File: config.mk
export PLATFORM = sky130hd
export DESIGN_NAME = bgrx_to_yuv420_planar
export DESIGN_NICKNAME = d
export VERILOG_FILES = /design/src/hw/rtl/bgrx_pkg.sv /design/src/hw/rtl/bgrx_front.sv /design/src/hw/rtl/bgrx_queue.sv /design/src/hw/rtl/bgrx_back.sv /design/src/hw/rtl/bgrx_to_yuv420_planar.sv
export VERILOG_INCLUDE_DIRS = /design/src /design/src/hw/rtl
export SDC_FILE = /design/constraint.sdc
export NUM_CORES = 1
export LEC_CHECK = 0
export CAP_MARGIN = 20
export CELL_PAD_IN_SITES_DETAIL_PLACEMENT = 1
export CELL_PAD_IN_SITES_GLOBAL_PLACEMENT = 1
export CORE_ASPECT_RATIO = 1.25
export CORE_MARGIN = 3
export CORE_UTILIZATION = 40
export DETAILED_ROUTE_END_ITERATION = 6
export DONT_BUFFER_PORTS = 1
export GPL_TIMING_DRIVEN = 0
export HOLD_SLACK_MARGIN = 0.1
export PLACE_DENSITY = 0.69
export SYNTH_ARGS = -nofsm -noshare
export SYNTH_HDL_FRONTEND = slang
export SYNTH_SLANG_ARGS = --single-unit
File: constraint.sdc
create_clock -name clk -period 17.41 [get_ports clk]
set_clock_uncertainty 0.15 [all_clocks]
set_input_delay 2.6115 -clock clk [delete_from_list [all_inputs] [get_ports clk]]
set_output_delay 2.6115 -clock clk [all_outputs]
set_load 0.005 [all_outputs]
File: src/hw/rtl/bgrx_to_yuv420_planar_assert.svh
// assertion macros for the bgrx to yuv420 converter
// expects clk and rst_n in the scope of the module that includes it
`ifndef BGRX_TO_YUV420_PLANAR_ASSERT_SVH
`define BGRX_TO_YUV420_PLANAR_ASSERT_SVH

// same-cycle implication, disabled while in reset
`define BGRX_ASSERT_SAME(lbl, ante, cons) \
  lbl: assert property (@(posedge clk) disable iff (!rst_n) (ante) |-> (cons)) \
    else $error("bgrx same-cycle check failed");

// next-cycle implication, disabled while in reset
`define BGRX_ASSERT_NEXT(lbl, ante, cons) \
  lbl: assert property (@(posedge clk) disable iff (!rst_n) (ante) |=> (cons)) \
    else $error("bgrx next-cycle check failed");

`endif

File: src/hw/rtl/bgrx_pkg.sv
// shared types and constants for the bgrx to yuv420 converter
// no dependencies
package bgrx_pkg;

  localparam int CFG_W     = 13;
  localparam int OFF_W     = 25;
  localparam int SAMPLE_W  = 8;
  localparam int SUM_W     = 16;
  localparam int QUEUE_DEPTH = 2;

  // bt.601 integer coefficients
  localparam logic [SUM_W-1:0] Y_R = 16'd66;
  localparam logic [SUM_W-1:0] Y_G = 16'd129;
  localparam logic [SUM_W-1:0] Y_B = 16'd25;
  localparam logic [SUM_W-1:0] U_R = 16'd38;   // subtracted
  localparam logic [SUM_W-1:0] U_G = 16'd74;   // subtracted
  localparam logic [SUM_W-1:0] U_B = 16'd112;
  localparam logic [SUM_W-1:0] V_R = 16'd112;
  localparam logic [SUM_W-1:0] V_G = 16'd94;   // subtracted
  localparam logic [SUM_W-1:0] V_B = 16'd18;   // subtracted
  localparam logic [SAMPLE_W-1:0] Y_OFFSET = 8'd16;
  // 128 << 8, folded in before the shift so the floor stays exact
  localparam logic [SUM_W-1:0] C_BIAS = 16'd32768;

  typedef enum logic [1:0] {
    REG_FRAME_WIDTH  = 2'd0,
    REG_FRAME_HEIGHT = 2'd1
  } reg_idx_t;

  typedef enum logic [1:0] {
    PLANE_Y = 2'd0,
    PLANE_U = 2'd1,
    PLANE_V = 2'd2
  } plane_t;

  // one classified pixel on its way to the emitter
  typedef struct packed {
    logic [SAMPLE_W-1:0] luma;
    logic [SAMPLE_W-1:0] cb;
    logic [SAMPLE_W-1:0] cr;
    logic                chroma;
    logic                frame_end;
    logic [OFF_W-1:0]    luma_off;
    logic [OFF_W-1:0]    u_off;
    logic [OFF_W-1:0]    v_off;
  } pixel_desc_t;

endpackage

File: src/hw/rtl/bgrx_front.sv
// front end: size registers, raster position, offsets and color math
// depends on bgrx_pkg
module bgrx_front #(
  parameter int MAX_WIDTH  = 4096,
  parameter int MAX_HEIGHT = 4096
) (
  input  logic                        clk,
  input  logic                        rst_n,
  input  logic                        cfg_we,
  input  logic [1:0]                  cfg_index,
  input  logic [bgrx_pkg::CFG_W-1:0]  cfg_wdata,
  input  logic                        in_valid,
  output logic                        in_ready,
  input  logic [7:0]                  in_blue,
  input  logic [7:0]                  in_green,
  input  logic [7:0]                  in_red,
  input  logic                        q_full,
  output logic                        q_push,
  output bgrx_pkg::pixel_desc_t       q_data
);
  import bgrx_pkg::*;

  localparam int EW = $clog2(MAX_WIDTH + 1);
  localparam int EH = $clog2(MAX_HEIGHT + 1);
  localparam int CW = $clog2(MAX_WIDTH);
  localparam int LW = $clog2(MAX_HEIGHT);
  localparam int XW = ((EW > EH) ? EW : EH) > CFG_W ? ((EW > EH) ? EW : EH) : CFG_W;
  localparam int AW = EW + EH;

  logic [CFG_W-1:0] width_r, height_r;
  logic [1:0]       restart_cnt_r;
  logic [AW-1:0]    area_r;
  logic [CW-1:0]    col_r, col_nxt;
  logic [LW-1:0]    line_r, line_nxt;
  logic [OFF_W-1:0] luma_off_r, luma_off_nxt;
  logic [OFF_W-1:0] u_off_r, u_off_nxt;
  logic [OFF_W-1:0] v_off_r, v_off_nxt;

  logic [XW-1:0]    w_x, h_x;
  logic [EW-1:0]    eff_w;
  logic [EH-1:0]    eff_h;
  logic [OFF_W-1:0] u_base, v_base;
  logic [EW-1:0]    col_inc;
  logic [EH-1:0]    line_inc;
  logic             chroma, frame_end, load_bases;
  logic [SUM_W-1:0] b16, g16, r16, y_sum, u_sum, v_sum;
  logic [SAMPLE_W-1:0] luma;

  // clamp to the legal range and force even
  always_comb begin
    w_x = XW'(width_r);
    if (w_x < XW'(2)) w_x = XW'(2);
    if (w_x > XW'(MAX_WIDTH)) w_x = XW'(MAX_WIDTH);
    w_x[0] = 1'b0;
    if (w_x < XW'(2)) w_x = XW'(2);
    h_x = XW'(height_r);
    if (h_x < XW'(2)) h_x = XW'(2);
    if (h_x > XW'(MAX_HEIGHT)) h_x = XW'(MAX_HEIGHT);
    h_x[0] = 1'b0;
    if (h_x < XW'(2)) h_x = XW'(2);
    eff_w = EW'(w_x);
    eff_h = EH'(h_x);
  end

  // plane bases from the registered frame area
  assign u_base = OFF_W'(area_r);
  assign v_base = OFF_W'(area_r + (area_r >> 2));

  // size registers and restart sequencing
  always_ff @(posedge clk) begin
    area_r <= AW'(eff_w) * AW'(eff_h);
    if (!rst_n) begin
      width_r       <= CFG_W'(640);
      height_r      <= CFG_W'(480);
      restart_cnt_r <= 2'd2;
    end else if (cfg_we) begin
      unique case (cfg_index)
        REG_FRAME_WIDTH: begin
          width_r       <= cfg_wdata;
          restart_cnt_r <= 2'd2;
        end
        REG_FRAME_HEIGHT: begin
          height_r      <= cfg_wdata;
          restart_cnt_r <= 2'd2;
        end
        default: begin
          if (restart_cnt_r != 2'd0) restart_cnt_r <= restart_cnt_r - 2'd1;
        end
      endcase
    end else if (restart_cnt_r != 2'd0) begin
      restart_cnt_r <= restart_cnt_r - 2'd1;
    end
  end

  assign in_ready = !q_full && (restart_cnt_r == 2'd0);
  assign q_push   = in_valid && in_ready;

  // pixel classification
  assign col_inc   = EW'(col_r) + EW'(1);
  assign line_inc  = EH'(line_r) + EH'(1);
  assign chroma    = !line_r[0] && !col_r[0];
  assign frame_end = (col_inc >= eff_w) && (line_inc >= eff_h);
  assign load_bases = (restart_cnt_r == 2'd1) || (q_push && frame_end);

  // raster position and offsets
  always_comb begin
    col_nxt      = col_r;
    line_nxt     = line_r;
    luma_off_nxt = luma_off_r;
    u_off_nxt    = u_off_r;
    v_off_nxt    = v_off_r;
    if (load_bases) begin
      col_nxt      = '0;
      line_nxt     = '0;
      luma_off_nxt = '0;
      u_off_nxt    = u_base;
      v_off_nxt    = v_base;
    end else if (q_push) begin
      luma_off_nxt = luma_off_r + OFF_W'(1);
      if (chroma) begin
        u_off_nxt = u_off_r + OFF_W'(1);
        v_off_nxt = v_off_r + OFF_W'(1);
      end
      if (col_inc >= eff_w) begin
        col_nxt  = '0;
        line_nxt = LW'(line_inc);
      end else begin
        col_nxt = CW'(col_inc);
      end
    end
  end

  always_ff @(posedge clk) begin
    if (!rst_n) begin
      col_r      <= '0;
      line_r     <= '0;
      luma_off_r <= '0;
      u_off_r    <= '0;
      v_off_r    <= '0;
    end else begin
      col_r      <= col_nxt;
      line_r     <= line_nxt;
      luma_off_r <= luma_off_nxt;
      u_off_r    <= u_off_nxt;
      v_off_r    <= v_off_nxt;
    end
  end

  // color conversion, all sums fit 16 bits unsigned
  assign b16   = SUM_W'(in_blue);
  assign g16   = SUM_W'(in_green);
  assign r16   = SUM_W'(in_red);
  assign y_sum = Y_R * r16 + Y_G * g16 + Y_B * b16;
  assign u_sum = C_BIAS + U_B * b16 - U_R * r16 - U_G * g16;
  assign v_sum = C_BIAS + V_R * r16 - V_G * g16 - V_B * b16;
  assign luma  = y_sum[SUM_W-1:8] + Y_OFFSET;

  always_comb begin
    q_data.luma      = luma;
    q_data.cb        = u_sum[SUM_W-1:8];
    q_data.cr        = v_sum[SUM_W-1:8];
    q_data.chroma    = chroma;
    q_data.frame_end = frame_end;
    q_data.luma_off  = luma_off_r;
    q_data.u_off     = u_off_r;
    q_data.v_off     = v_off_r;
  end

endmodule

File: src/hw/rtl/bgrx_queue.sv
// short register queue between front end and emitter
// depends on bgrx_pkg
module bgrx_queue (
  input  logic                  clk,
  input  logic                  rst_n,
  input  logic                  push,
  input  bgrx_pkg::pixel_desc_t push_data,
  output logic                  full,
  input  logic                  pop,
  output logic                  head_valid,
  output bgrx_pkg::pixel_desc_t head_data
);
  import bgrx_pkg::*;

  localparam int PW = (QUEUE_DEPTH > 1) ? $clog2(QUEUE_DEPTH) : 1;
  localparam int NW = $clog2(QUEUE_DEPTH + 1);

  pixel_desc_t   entry_r [QUEUE_DEPTH];
  logic [PW-1:0] wr_ptr_r, rd_ptr_r;
  logic [NW-1:0] count_r;

  assign full       = (count_r == NW'(QUEUE_DEPTH));
  assign head_valid = (count_r != '0);
  assign head_data  = entry_r[rd_ptr_r];

  // storage, no reset needed
  always_ff @(posedge clk) begin
    if (push) entry_r[wr_ptr_r] <= push_data;
  end

  // pointers and fill count
  always_ff @(posedge clk) begin
    if (!rst_n) begin
      wr_ptr_r <= '0;
      rd_ptr_r <= '0;
      count_r  <= '0;
    end else begin
      if (push) begin
        wr_ptr_r <= (wr_ptr_r == PW'(QUEUE_DEPTH - 1)) ? '0 : wr_ptr_r + PW'(1);
      end
      if (pop) begin
        rd_ptr_r <= (rd_ptr_r == PW'(QUEUE_DEPTH - 1)) ? '0 : rd_ptr_r + PW'(1);
      end
      if (push && !pop) count_r <= count_r + NW'(1);
      else if (pop && !push) count_r <= count_r - NW'(1);
    end
  end

endmodule

File: src/hw/rtl/bgrx_back.sv
// emitter: walks each queued pixel into one or three result items
// depends on bgrx_pkg
module bgrx_back (
  input  logic                           clk,
  input  logic                           rst_n,
  input  logic                           head_valid,
  input  bgrx_pkg::pixel_desc_t          head_data,
  output logic                           pop,
  output logic                           out_valid,
  input  logic                           out_ready,
  output logic [1:0]                     out_plane,
  output logic [bgrx_pkg::OFF_W-1:0]     out_buffer_offset,
  output logic [bgrx_pkg::SAMPLE_W-1:0]  out_sample,
  output logic                           out_last_of_pixel,
  output logic                           out_frame_done
);
  import bgrx_pkg::*;

  plane_t              idx_r, idx_nxt;
  logic                valid_r;
  plane_t              plane_r;
  logic [OFF_W-1:0]    offset_r, sel_off;
  logic [SAMPLE_W-1:0] sample_r, sel_sample;
  logic                last_r, done_r;
  logic                load, last_res;

  assign load     = head_valid && (!valid_r || out_ready);
  assign last_res = !head_data.chroma || (idx_r == PLANE_V);
  assign pop      = load && last_res;

  // pick the current plane's sample and offset
  always_comb begin
    idx_nxt = idx_r;
    unique case (idx_r)
      PLANE_Y: begin
        sel_off    = head_data.luma_off;
        sel_sample = head_data.luma;
      end
      PLANE_U: begin
        sel_off    = head_data.u_off;
        sel_sample = head_data.cb;
      end
      PLANE_V: begin
        sel_off    = head_data.v_off;
        sel_sample = head_data.cr;
      end
      default: begin
        sel_off    = head_data.luma_off;
        sel_sample = head_data.luma;
      end
    endcase
    if (load) begin
      if (last_res) idx_nxt = PLANE_Y;
      else if (idx_r == PLANE_Y) idx_nxt = PLANE_U;
      else idx_nxt = PLANE_V;
    end
  end

  // control state
  always_ff @(posedge clk) begin
    if (!rst_n) begin
      idx_r   <= PLANE_Y;
      valid_r <= 1'b0;
    end else begin
      idx_r <= idx_nxt;
      if (load) valid_r <= 1'b1;
      else if (out_ready) valid_r <= 1'b0;
    end
  end

  // output register payload
  always_ff @(posedge clk) begin
    if (load) begin
      plane_r  <= idx_r;
      offset_r <= sel_off;
      sample_r <= sel_sample;
      last_r   <= last_res;
      done_r   <= last_res && head_data.frame_end;
    end
  end

  assign out_valid         = valid_r;
  assign out_plane         = plane_r;
  assign out_buffer_offset = offset_r;
  assign out_sample        = sample_r;
  assign out_last_of_pixel = last_r;
  assign out_frame_done    = done_r;

endmodule

File: src/hw/rtl/bgrx_to_yuv420_planar.sv
// top level of the bgrx to planar yuv 4:2:0 converter
// depends on bgrx_pkg, bgrx_front, bgrx_queue, bgrx_back and the assert header
//
//   port group  dir  handshake          payload
//   in_         in   in_valid/in_ready  in_blue, in_green, in_red
//   out_        out  out_valid/out_ready out_plane, out_buffer_offset, out_sample,
//                                       out_last_of_pixel, out_frame_done
//   cfg_        in   cfg_we             cfg_index, cfg_wdata
//
// each accepted pixel goes through the queue register and then the output register
// before its first result; the emitter gives one result per cycle while out_ready
// is high: 1 per pixel on odd lines or odd columns, 3 per even-line even-column
// pixel, so 2 results per pixel on average on even lines and 1 on odd lines
// reset and each size write hold in_ready low while the plane bases are
// recomputed; a 2-entry queue lets input and output stall separately
`include "bgrx_to_yuv420_planar_assert.svh"
module bgrx_to_yuv420_planar #(
  parameter int MAX_WIDTH  = 4096,
  parameter int MAX_HEIGHT = 4096
) (
  input  logic                           clk,
  input  logic                           rst_n,
  input  logic                           cfg_we,
  input  logic [1:0]                     cfg_index,
  input  logic [bgrx_pkg::CFG_W-1:0]     cfg_wdata,
  input  logic                           in_valid,
  output logic                           in_ready,
  input  logic [7:0]                     in_blue,
  input  logic [7:0]                     in_green,
  input  logic [7:0]                     in_red,
  output logic                           out_valid,
  input  logic                           out_ready,
  output logic [1:0]                     out_plane,
  output logic [bgrx_pkg::OFF_W-1:0]     out_buffer_offset,
  output logic [bgrx_pkg::SAMPLE_W-1:0]  out_sample,
  output logic                           out_last_of_pixel,
  output logic                           out_frame_done
);
  import bgrx_pkg::*;

  pixel_desc_t q_in, q_head;
  logic        q_push, q_full, q_pop, q_head_valid;

  bgrx_front #(
    .MAX_WIDTH  (MAX_WIDTH),
    .MAX_HEIGHT (MAX_HEIGHT)
  ) u_front (
    .clk       (clk),
    .rst_n     (rst_n),
    .cfg_we    (cfg_we),
    .cfg_index (cfg_index),
    .cfg_wdata (cfg_wdata),
    .in_valid  (in_valid),
    .in_ready  (in_ready),
    .in_blue   (in_blue),
    .in_green  (in_green),
    .in_red    (in_red),
    .q_full    (q_full),
    .q_push    (q_push),
    .q_data    (q_in)
  );

  bgrx_queue u_queue (
    .clk        (clk),
    .rst_n      (rst_n),
    .push       (q_push),
    .push_data  (q_in),
    .full       (q_full),
    .pop        (q_pop),
    .head_valid (q_head_valid),
    .head_data  (q_head)
  );

  bgrx_back u_back (
    .clk               (clk),
    .rst_n             (rst_n),
    .head_valid        (q_head_valid),
    .head_data         (q_head),
    .pop               (q_pop),
    .out_valid         (out_valid),
    .out_ready         (out_ready),
    .out_plane         (out_plane),
    .out_buffer_offset (out_buffer_offset),
    .out_sample        (out_sample),
    .out_last_of_pixel (out_last_of_pixel),
    .out_frame_done    (out_frame_done)
  );

  // end of frame only ever closes a pixel
  `BGRX_ASSERT_SAME(a_done_is_last, out_valid && out_frame_done, out_last_of_pixel)
  // a v sample is always the last result of its pixel
  `BGRX_ASSERT_SAME(a_v_is_last, out_valid && (out_plane == PLANE_V), out_last_of_pixel)
  // a size write blocks input while the bases are rebuilt
  `BGRX_ASSERT_NEXT(a_cfg_blocks_input, cfg_we && (cfg_index == REG_FRAME_WIDTH || cfg_index == REG_FRAME_HEIGHT), !in_ready)

endmodule

==> impl_metrics.env, run 1 <==
export IMPL_outcome="complete, no violations"
export IMPL_finalCritPeriodShare=0.479
export IMPL_p_leak_nw=13.6
export IMPL_hold_depth=2
export IMPL_start_util=0.406
export IMPL_nets=3430
export IMPL_cts_root_buf="clkbuf_16"
export IMPL_ctsResizeCount=0
export IMPL_grt_max_degree=68
export IMPL_slew_viol_final=0
export IMPL_seq_area_frac_synth=0.359
export IMPL_synth_ff_type="edfxtp_1"
export IMPL_rsz0062_at_grt="false"
export IMPL_num_vias=20300
export IMPL_ys_ff_latch=398
export IMPL_wire_per_inst_microns=20.1
export IMPL_hold_viol=0
export IMPL_drc_errors=0
export IMPL_max_slew_worst_pin_slew_ps=1070
export IMPL_finalSetupTns_ps=0
export IMPL_synthesis_nets=3381
export IMPL_hpwl_mm=62.5
export IMPL_reg2reg_depth=23
export IMPL_synth_commonest_cells="390 x inv_1, 336 x ha_1, 249 x nor2_1, 239 x edfxtp_1, 210 x nand2_1"
export IMPL_worst_setup_path_start_kind="primary input"
export IMPL_setup_viol=0
export IMPL_p_per_area_mw_per_mm2=133
export IMPL_ys_warn_count=0
export IMPL_vdd_ir_drop_worst_mv=0.109
export IMPL_wl_mm=77.2
export IMPL_syn_area_sq_mm=0.0289
export IMPL_io_buffers=0
export IMPL_crit_required_ps=17610
export IMPL_synth_top_area_frac=0.248
export IMPL_hold_class="flip-flop to flip-flop"
export IMPL_synthToLayoutAreaGrowth_pct=9.21
export IMPL_overflow=0
export IMPL_viasPerCell=5.27
export IMPL_antenna_found_initial=0
export IMPL_grt_pass1_wl_mm=123
export IMPL_gp_congestion=0.877
export IMPL_die_w_microns=246
export IMPL_clockBufferDepth=3
export IMPL_die_area_sq_mm=0.0755
export IMPL_synthTopCellsByArea="edfxtp_1 25%, ha_1 15%, fa_1 12%, dfxtp_1 11%, inv_1 5.1%"
export IMPL_cts_hold_buf=0
export IMPL_fin_util=0.443
export IMPL_core_sq_mm=0.0712
export IMPL_cts_made_buffers=43
export IMPL_fmax_ghz=0.120
export IMPL_post_cts_buffers=0
export IMPL_synth_edf_count=239
export IMPL_num_rows=109
export IMPL_endpoint_kind="flip-flop"
export IMPL_tritoncts="yes"
export IMPL_crit_type="primary input to flip-flop"
export IMPL_cts_sinks=398
export IMPL_period_needed_ps=8340
export IMPL_grt_pass1_vias=22600
export IMPL_layout_drive_gt1_share=0.0679
export IMPL_arrival_ps=8530
export IMPL_grtUsageTotal=0.207
export IMPL_crit_fanout=8
export IMPL_avgSynthCellArea_sq_um=10.2
export IMPL_synthMostInstantiatedCell="inv_1"
export IMPL_diodes=0
export IMPL_insertion_delay_ps=580
export IMPL_die_h_microns=306
export IMPL_yosysTopAreaCell="edfxtp_1"
export IMPL_async_flop_share=0
export IMPL_cap_violations=0
export IMPL_path_clk_slew_ps=60
export IMPL_pin_count=83
export IMPL_ant_nets=0
export IMPL_firstDrtPassIters=5
export IMPL_h_tree_depth=2
export IMPL_synth_distinct_cells=74
export IMPL_dr_first_iter_drc_count=768
export IMPL_slew_headroom=0.289
export IMPL_synth_cells=2821
[power by group]
| part | internal, W | switching [W] | leakage, nW | total (W) |
|---|---|---|---|---|
| Combinational | 0.000758 | 0.00123 | 9.41 | 0.00198 |
| Sequential | 0.00127 | 0.0000595 | 3.57 | 0.00133 |
| Clock | 0.000512 | 0.000383 | 0.667 | 0.000895 |
[path summary, 6_finish.rpt]
| kind | from | to | slack [ps] |
|---|---|---|---|
| min | u_front.width_r[0] | u_front.width_r[0] | 310 |
| min reg2reg | u_front.width_r[0] | u_front.width_r[0] | 310 |
| max reg2reg | u_front.width_r[1] | u_front.area_r[25] | 9980 |
| max | in_blue[2] | u_queue.entry_r[1][99] | 9070 |
[worst max-delay path: stages]
cell and delay [ps]:
ha_1 270, ha_1 280, inv_1 50, fa_1 500, inv_1 50, ha_1 320
nor2b_1 130, o21ai_0 100, a21boi_0 290, nor2_1 90, ha_1 190, ha_1 280
ha_1 180, inv_1 70, fa_1 440, fa_1 540, inv_1 40, ha_1 220
nor3_1 180, nand3_1 180, a31oi_1 230, xor2_1 450, inv_1 110, ha_1 230
xor2_1 170, xnor2_1 320
[state kept, by name (all words and copies together) (netlist names), 8 cells and up, named ones only]
signal	cells
u_front.luma_off_r	25
u_front.col_r	12
u_front.u_off_r	25
u_back.out_sample	8
u_back.out_buffer_offset	25
u_front.line_r	12
u_front.width_r	13
u_front.area_r	24
u_queue.entry_r	202
u_front.height_r	13
u_front.v_off_r	25
[per-layer routing]
layer	track usage	wire, microns
met1	0.241	32000
met2	0.389	40500
met3	0.0254	1950
met4	0.0683	2700
met5	0	0
[placed cells by master, fill, tap and decap left out, types with 32 or more instances in the layout]
cell type	count
o21ai_0	54
ha_1	336
a22oi_1	40
xnor2_1	134
nor2_1	248
edfxtp_1	239
nand3_1	48
nand2_1	210
nor2b_1	62
nor3_1	33
xor2_1	80
clkbuf_1	67
a211oi_1	47
fa_1	180
dfxtp_1	159
a21oi_1	138
mux2_2	66
clkbuf_16	43
and3_1	32
inv_1	389
[cell type report]
cell class	instances	area (sq um)
Multi-Input combinational cell	1943	16700
Inverter	400	1500
Clock inverter	25	250
Sequential cell	398	10400
Fill cell	7978	39600
Buffer	80	352
Timing Repair Buffer	4	87.6
Clock buffer	53	1130
Tap cell	943	1180
[through the flow]
step	setup slack (ps)	instances	area [sq um]	power (W)	hold WS, ps
global placement	6780	3764	30100	0.00324	301
floorplan	9310	2821	28900	0.00271	283
detailed placement	8460	3768	30200	0.00334	306
CTS	9050	3846	31500	0.00425	313
finish	9070	3846	31500	0.00420	311
global route	8750	3846	31500	0.00453	335
[cell families (layout without fill, tap and decap cells)]
logic type,after synthesis,after routing,share of synthesized area
xor+xnor,214,214,0.0649
mux,77,77,0.0295
simple gates,716,716,0.113
flops,398,398,0.359
buf+inv,480,562,0.0642
fa+ha+maj,516,516,0.270
compound gates,420,420,0.0995
Note: power is estimated with default switching activity, not from simulation.
==> run 2: changes to the inputs <==
--- a/config.mk
+++ b/config.mk
@@ -16,7 +16,7 @@
 export DONT_BUFFER_PORTS = 1
 export GPL_TIMING_DRIVEN = 0
 export HOLD_SLACK_MARGIN = 0.1
-export PLACE_DENSITY = 0.69
+export PLACE_DENSITY = 0.72
 export SYNTH_ARGS = -nofsm -noshare
 export SYNTH_HDL_FRONTEND = slang
 export SYNTH_SLANG_ARGS = --single-unit
==> constraint.sdc (replaced) <==
create_clock -name clk -period 6.8 [get_ports clk]
set_clock_uncertainty 0.15 [all_clocks]
set_input_delay 1.02 -clock clk [delete_from_list [all_inputs] [get_ports clk]]
set_output_delay 1.02 -clock clk [all_outputs]
set_load 0.005 [all_outputs]
==> run 2 against run 1 <==
Against the previous run: critical path depth did not move; flip-flop and latch count did not move; clock power rose to 2.6 times the previous value; highest routed layer unchanged; combinational power rose to 2.6 times the previous value; final area rose by 0.56%; register-to-register slack got worse by 9600 ps; global-route usage barely moved; non-clock buffer count fell by 2; sequential share of layout area fell by 0.18 points; routed wire length fell by 0.79%; setup slack got worse by 8800 ps.
==> impl_metrics.env, run 2 (synthesis gave the netlist of run 1 again) <==
export IMPL_layout_drive_gt1_share=0.0786
export IMPL_cts_root_buf="clkbuf_16"
export IMPL_switchingPower_w=0.00430
export IMPL_worst_setup_path_start_kind="primary input"
export IMPL_most_common_layout_cells="389 x inv_1, 336 x ha_1, 248 x nor2_1"
export IMPL_pin_count=83
export IMPL_hold_depth=2
export IMPL_crit_fanout=8
export IMPL_clockBufferDepth=3
export IMPL_arrival_ps=6720
export IMPL_vdd_ir_drop_worst_mv=0.330
export IMPL_synthToLayoutAreaGrowth_pct=9.82
export IMPL_endpoint_kind="flip-flop"
export IMPL_p_sw_frac=0.393
export IMPL_r2r_start="u_front.height_r[2]"
export IMPL_die_w_microns=246
export IMPL_io_buffers=0
export IMPL_finalCritPeriodShare=0.956
export IMPL_period_needed_ps=6500
export IMPL_p_per_area_mw_per_mm2=344
export IMPL_num_vias=20100
export IMPL_cts_made_buffers=43
export IMPL_h_tree_depth=2
export IMPL_slew_headroom=0.248
export IMPL_outcome="complete, no violations"
export IMPL_hold_class="flip-flop to flip-flop"
export IMPL_hp_start="u_front.height_r[11]"
export IMPL_largest_register="u_queue.entry_r"
export IMPL_viasPerCell=5.22
export IMPL_slew_viol_final=0
export IMPL_p_clk_frac=0.216
export IMPL_reg2reg_depth=25
export IMPL_path_clk_slew_ps=60
export IMPL_diodes=0
export IMPL_tritoncts="yes"
export IMPL_grtUsageTotal=0.206
export IMPL_drc_errors=0
export IMPL_wl_mm=76.5
export IMPL_gp_congestion=0.858
export IMPL_grt_pass1_wl_mm=123
export IMPL_cts_sinks=398
export IMPL_crit_required_ps=7010
export IMPL_wl_met2_mm=40.0
export IMPL_p_int_w=0.00663
export IMPL_crit_path_start="in_blue[2]"
export IMPL_num_rows=109
export IMPL_fmax_ghz=0.154
export IMPL_worst_slack_ps=298
export IMPL_insertion_delay_ps=570
export IMPL_combPwrFrac=0.474
export IMPL_wl_met1_mm=31.3
export IMPL_p_leak_nw=13.7
export IMPL_cap_violations=0
export IMPL_wl_met3_mm=2.10
export IMPL_setup_viol=0
export IMPL_firstDrtPassIters=4
export IMPL_nets=3428
export IMPL_wire_per_inst_microns=19.9
export IMPL_highest_layer="met4"
export IMPL_overflow=0
export IMPL_cts_hold_buf=0
export IMPL_seqPwrFrac=0.310
export IMPL_largest_reg_flops=202
export IMPL_pre_cts_slack_ps=-648
export IMPL_hold_viol=0
export IMPL_dr_first_iter_drc_count=837
export IMPL_antenna_found_initial=1
export IMPL_core_sq_mm=0.0712
export IMPL_crit_type="primary input to flip-flop"
export IMPL_grt_pass1_vias=22600
export IMPL_grt_max_degree=64
export IMPL_max_slew_worst_pin_slew_ps=1130
export IMPL_hold_ws_ps=332
export IMPL_layout_commonest_cell="inv_1"
export IMPL_die_area_sq_mm=0.0755
export IMPL_start_util=0.406
export IMPL_die_h_microns=306
export IMPL_hpwl_mm=61.9
export IMPL_ant_nets=0
[run 2: cell types whose count changed in the layout (fill, tap and decap cells not counted), moves of 3 or more]
cell | before | now
clkinv_1 | 11 | 3
clkinvlp_4 | 2 | 7
and2_2 | 1 | 6
o21ai_0 | 54 | 48
and2_1 | 20 | 16
clkbuf_1 | 67 | 60
o21ai_1 | 1 | 4
buf_4 | 2 | 7
[run 2: power by group through the flow]
stage          clock, W  sequential, W  combinational, W
2_1_floorplan         0        0.00338           0.00355
3_3_place_gp          0        0.00344           0.00485
3_5_place_dp          0        0.00344           0.00511
4_1_cts         0.00241        0.00340           0.00516
5_1_grt         0.00251        0.00342           0.00580
6_report        0.00236        0.00339           0.00518
[run 2: final timing paths]
path	slack, ps	to
max	300	u_queue.entry_r[1][99]
min	330	u_front.height_r[11]
max reg2reg	340	u_front.area_r[25]
min reg2reg	330	u_front.height_r[11]
[run 2: worst max-delay path: stages]
cell,delay (ps)
ha_1,280
ha_1,280
inv_1,50
fa_1,500
inv_1,40
ha_1,320
nor2b_1,130
o21ai_0,100
a21boi_0,290
nor2_1,90
ha_1,190
ha_1,270
ha_1,180
inv_1,80
fa_1,460
fa_1,550
inv_1,40
ha_1,220
nor3_1,180
nand3_1,190
a31oi_2,280
xor2_2,240
inv_1,80
ha_1,210
xor2_1,170
xnor2_1,270
[run 2: area by class of cell]
| cell class | count | area [sq um] |
|---|---|---|
| clock inverter | 23 | 272 |
| inverter | 400 | 1520 |
| multi-input combinational | 1943 | 16800 |
| fill | 7926 | 39500 |
| sequential | 398 | 10400 |
| buffer | 73 | 329 |
| clock buffer | 55 | 1150 |
| timing repair buffer | 9 | 125 |
| tap | 943 | 1180 |
[run 2: through the flow]
step / total power (W) / std cells / util / TNS (ps) / area, sq um
5_1_grt: 0.0117 / 3844 / 0.446 / -58.1 / 31700
3_3_place_gp: 0.00830 / 3764 / 0.422 / -228980 / 30100
4_1_cts: 0.0110 / 3841 / 0.444 / 0 / 31600
3_5_place_dp: 0.00856 / 3768 / 0.424 / -5920 / 30200
2_1_floorplan: 0.00694 / 2821 / - / 0 / 28900
6_report: 0.0109 / 3844 / 0.446 / 0 / 31700
[run 2: per-layer routing]
layer,vias up,GRT usage
li1,9609,-
met1,10000,0.240
met2,286,0.387
met3,135,0.0234
met4,0,0.0753
met5,-,0
[run 2: repair_timing]
action                     4_1_cts  5_1_grt
gates resized for setup         15       23
buffers inserted                 0        5
pin swaps                        0        4
setup endpoints to repair        8       10
cloned                           0        0
==> run 3: changes to the inputs <==
==> constraint.sdc (replaced) <==
create_clock -name clk -period 6.8 [get_ports clk]
set_clock_uncertainty 0.15 [all_clocks]
set_input_delay 0.34 -clock clk [delete_from_list [all_inputs] [get_ports clk]]
set_output_delay 0.34 -clock clk [all_outputs]
set_load 0.005 [all_outputs]
==> run 3 against run 2 <==
Against the previous run: sequential power is essentially flat; final area up 0.41%; die area unchanged; critical path depth decreased by 1; flip-flop and latch count unchanged; clock-buffer cell count unchanged; global-route usage about the same; worst hold slack lost 160 ps; highest routed layer unchanged.
==> impl_metrics.env, run 3 (synthesis gave the netlist of run 1 again) <==
export IMPL_synthToLayoutAreaGrowth_pct=10.3
export IMPL_hold_class="primary input to flip-flop"
export IMPL_ant_nets=0
export IMPL_largest_register="u_queue.entry_r"
export IMPL_slew_headroom=0.253
export IMPL_h_tree_depth=2
export IMPL_worst_setup_path_start_kind="flip-flop"
export IMPL_clockBufferDepth=3
export IMPL_reg2reg_depth=25
export IMPL_max_slew_worst_pin_slew_ps=1120
export IMPL_antenna_found_initial=1
export IMPL_pre_cts_slack_ps=-648
export IMPL_rrSetupSlack_ps=340
export IMPL_fill_cells=7930
export IMPL_diodes=0
export IMPL_overflow=0
export IMPL_arrival_ps=6750
export IMPL_die_h_microns=306
export IMPL_start_util=0.406
export IMPL_layout_commonest_cell="inv_1"
export IMPL_slew_viol_final=0
export IMPL_tritoncts="yes"
export IMPL_viasPerCell=5.22
export IMPL_wire_per_inst_microns=19.8
export IMPL_grt_pass1_vias=22700
export IMPL_period_needed_ps=6460
export IMPL_finalSetupTns_ps=0
export IMPL_insertion_delay_ps=570
export IMPL_die_area_sq_mm=0.0755
export IMPL_p_per_area_mw_per_mm2=341
export IMPL_grt_pass1_wl_mm=123
export IMPL_setup_viol=0
export IMPL_largest_reg_flops=202
export IMPL_crit_required_ps=7090
export IMPL_grt_max_degree=64
export IMPL_cap_violations=0
export IMPL_path_clk_slew_ps=60
export IMPL_core_sq_mm=0.0712
export IMPL_hpwl_mm=61.9
export IMPL_io_buffers=0
export IMPL_num_vias=20100
export IMPL_firstDrtPassIters=5
export IMPL_grtUsageTotal=0.207
export IMPL_die_w_microns=246
export IMPL_fmax_ghz=0.155
export IMPL_vdd_ir_drop_worst_mv=0.324
export IMPL_gp_congestion=0.858
export IMPL_cts_root_buf="clkbuf_16"
export IMPL_num_rows=109
export IMPL_regArea_sq_mm=0.0104
export IMPL_multiInputGateArea_sq_mm=0.0168
export IMPL_r2r_start="u_front.height_r[2]"
export IMPL_fin_util=0.447
export IMPL_cts_sinks=398
export IMPL_rr_endpoint="u_front.area_r[25]"
export IMPL_pin_count=83
export IMPL_cts_made_buffers=43
export IMPL_crit_path_start="u_front.height_r[2]"
export IMPL_endpoint_kind="flip-flop"
export IMPL_layout_drive_gt1_share=0.0768
export IMPL_drc_errors=0
export IMPL_crit_type="flip-flop to flip-flop"
export IMPL_dr_first_iter_drc_count=875
export IMPL_nets=3443
export IMPL_crit_fanout=10
export IMPL_crit_path_end="u_front.area_r[25]"
export IMPL_p_leak_nw=13.8
export IMPL_hold_viol=0
export IMPL_worst_slack_ps=343
export IMPL_most_common_layout_cells="389 x inv_1, 336 x ha_1, 248 x nor2_1"
export IMPL_hold_ws_ps=177
export IMPL_wl_mm=76.5
export IMPL_outcome="complete, no violations"
export IMPL_finalCritPeriodShare=0.950
==> run 3: where the power goes <==
part / switching, W / internal (W)
Clock: 0.000963 / 0.00139
Sequential: 0.000151 / 0.00324
Combinational: 0.00315 / 0.00196
Total: 0.00427 / 0.00659
==> run 3: critical path, stage by stage (launching register included) <==
cell and delay [ps]:
dfxtp_1 340, nor4_2 310, nand3_1 190, o31ai_4 250, and2_4 190, clkbuf_4 210
nand2_1 100, fa_1 560, inv_1 60, fa_1 520, inv_1 60, fa_1 480
inv_1 60, fa_1 520, inv_1 50, fa_1 520, inv_1 40, ha_1 340
o21ai_0 110, a21oi_1 160, o21ai_2 120, o21ai_2 170, nor4_1 80, o41a_1 460
o21ai_1 190, xnor2_1 100
==> run 3: worst min-delay path by stage <==
stage	cells after the start	slack (ps)	start	to
after floorplan	2	280	u_front.width_r[0]	u_front.width_r[0]
after global placement	0	300	u_front.luma_off_r[24]	u_queue.entry_r[0][74]
after detailed placement	2	320	u_front.width_r[10]	u_front.width_r[10]
after CTS	3	140	in_valid	u_front.col_r[11]
after global routing	2	200	cfg_we	u_front.restart_cnt_r[1]
final	3	180	in_valid	u_front.col_r[11]
==> run 3: through the flow <==
step / std cells / area (sq um) / power [W]
after floorplan: 2821 / 28900 / 0.00694
after global placement: 3764 / 30100 / 0.00830
after detailed placement: 3768 / 30200 / 0.00856
after CTS: 3857 / 31700 / 0.0110
after global routing: 3859 / 31800 / 0.0117
final: 3859 / 31800 / 0.0109
==> run 3: cell type report <==
cell class | count | area share
clock inverters | 23 | 0.00852
well taps | 943 | 0.0370
flip-flops and latches | 398 | 0.325
multi-input cells | 1943 | 0.526
clock buffers | 55 | 0.0361
inverters | 400 | 0.0477
repair buffers | 24 | 0.00872
plain buffers | 73 | 0.0103
==> run 3: timing repair <==
action	in CTS	in global routing
hold buffers	16	0
hold endpoints to repair	38	0
pin swaps	0	3
endpoints found under the setup margin	8	6
buffers inserted	0	4
resized for setup	15	20
==> run 3: metal layers <==
layer | vias up | GRT usage | part of all wire
met1 | 10100 | 0.240 | 0.41
met2 | 287 | 0.388 | 0.52
met5 | - | 0 | 0
met3 | 133 | 0.0230 | 0.027
met4 | 0 | 0.0753 | 0.039
li1 | 9639 | - | -
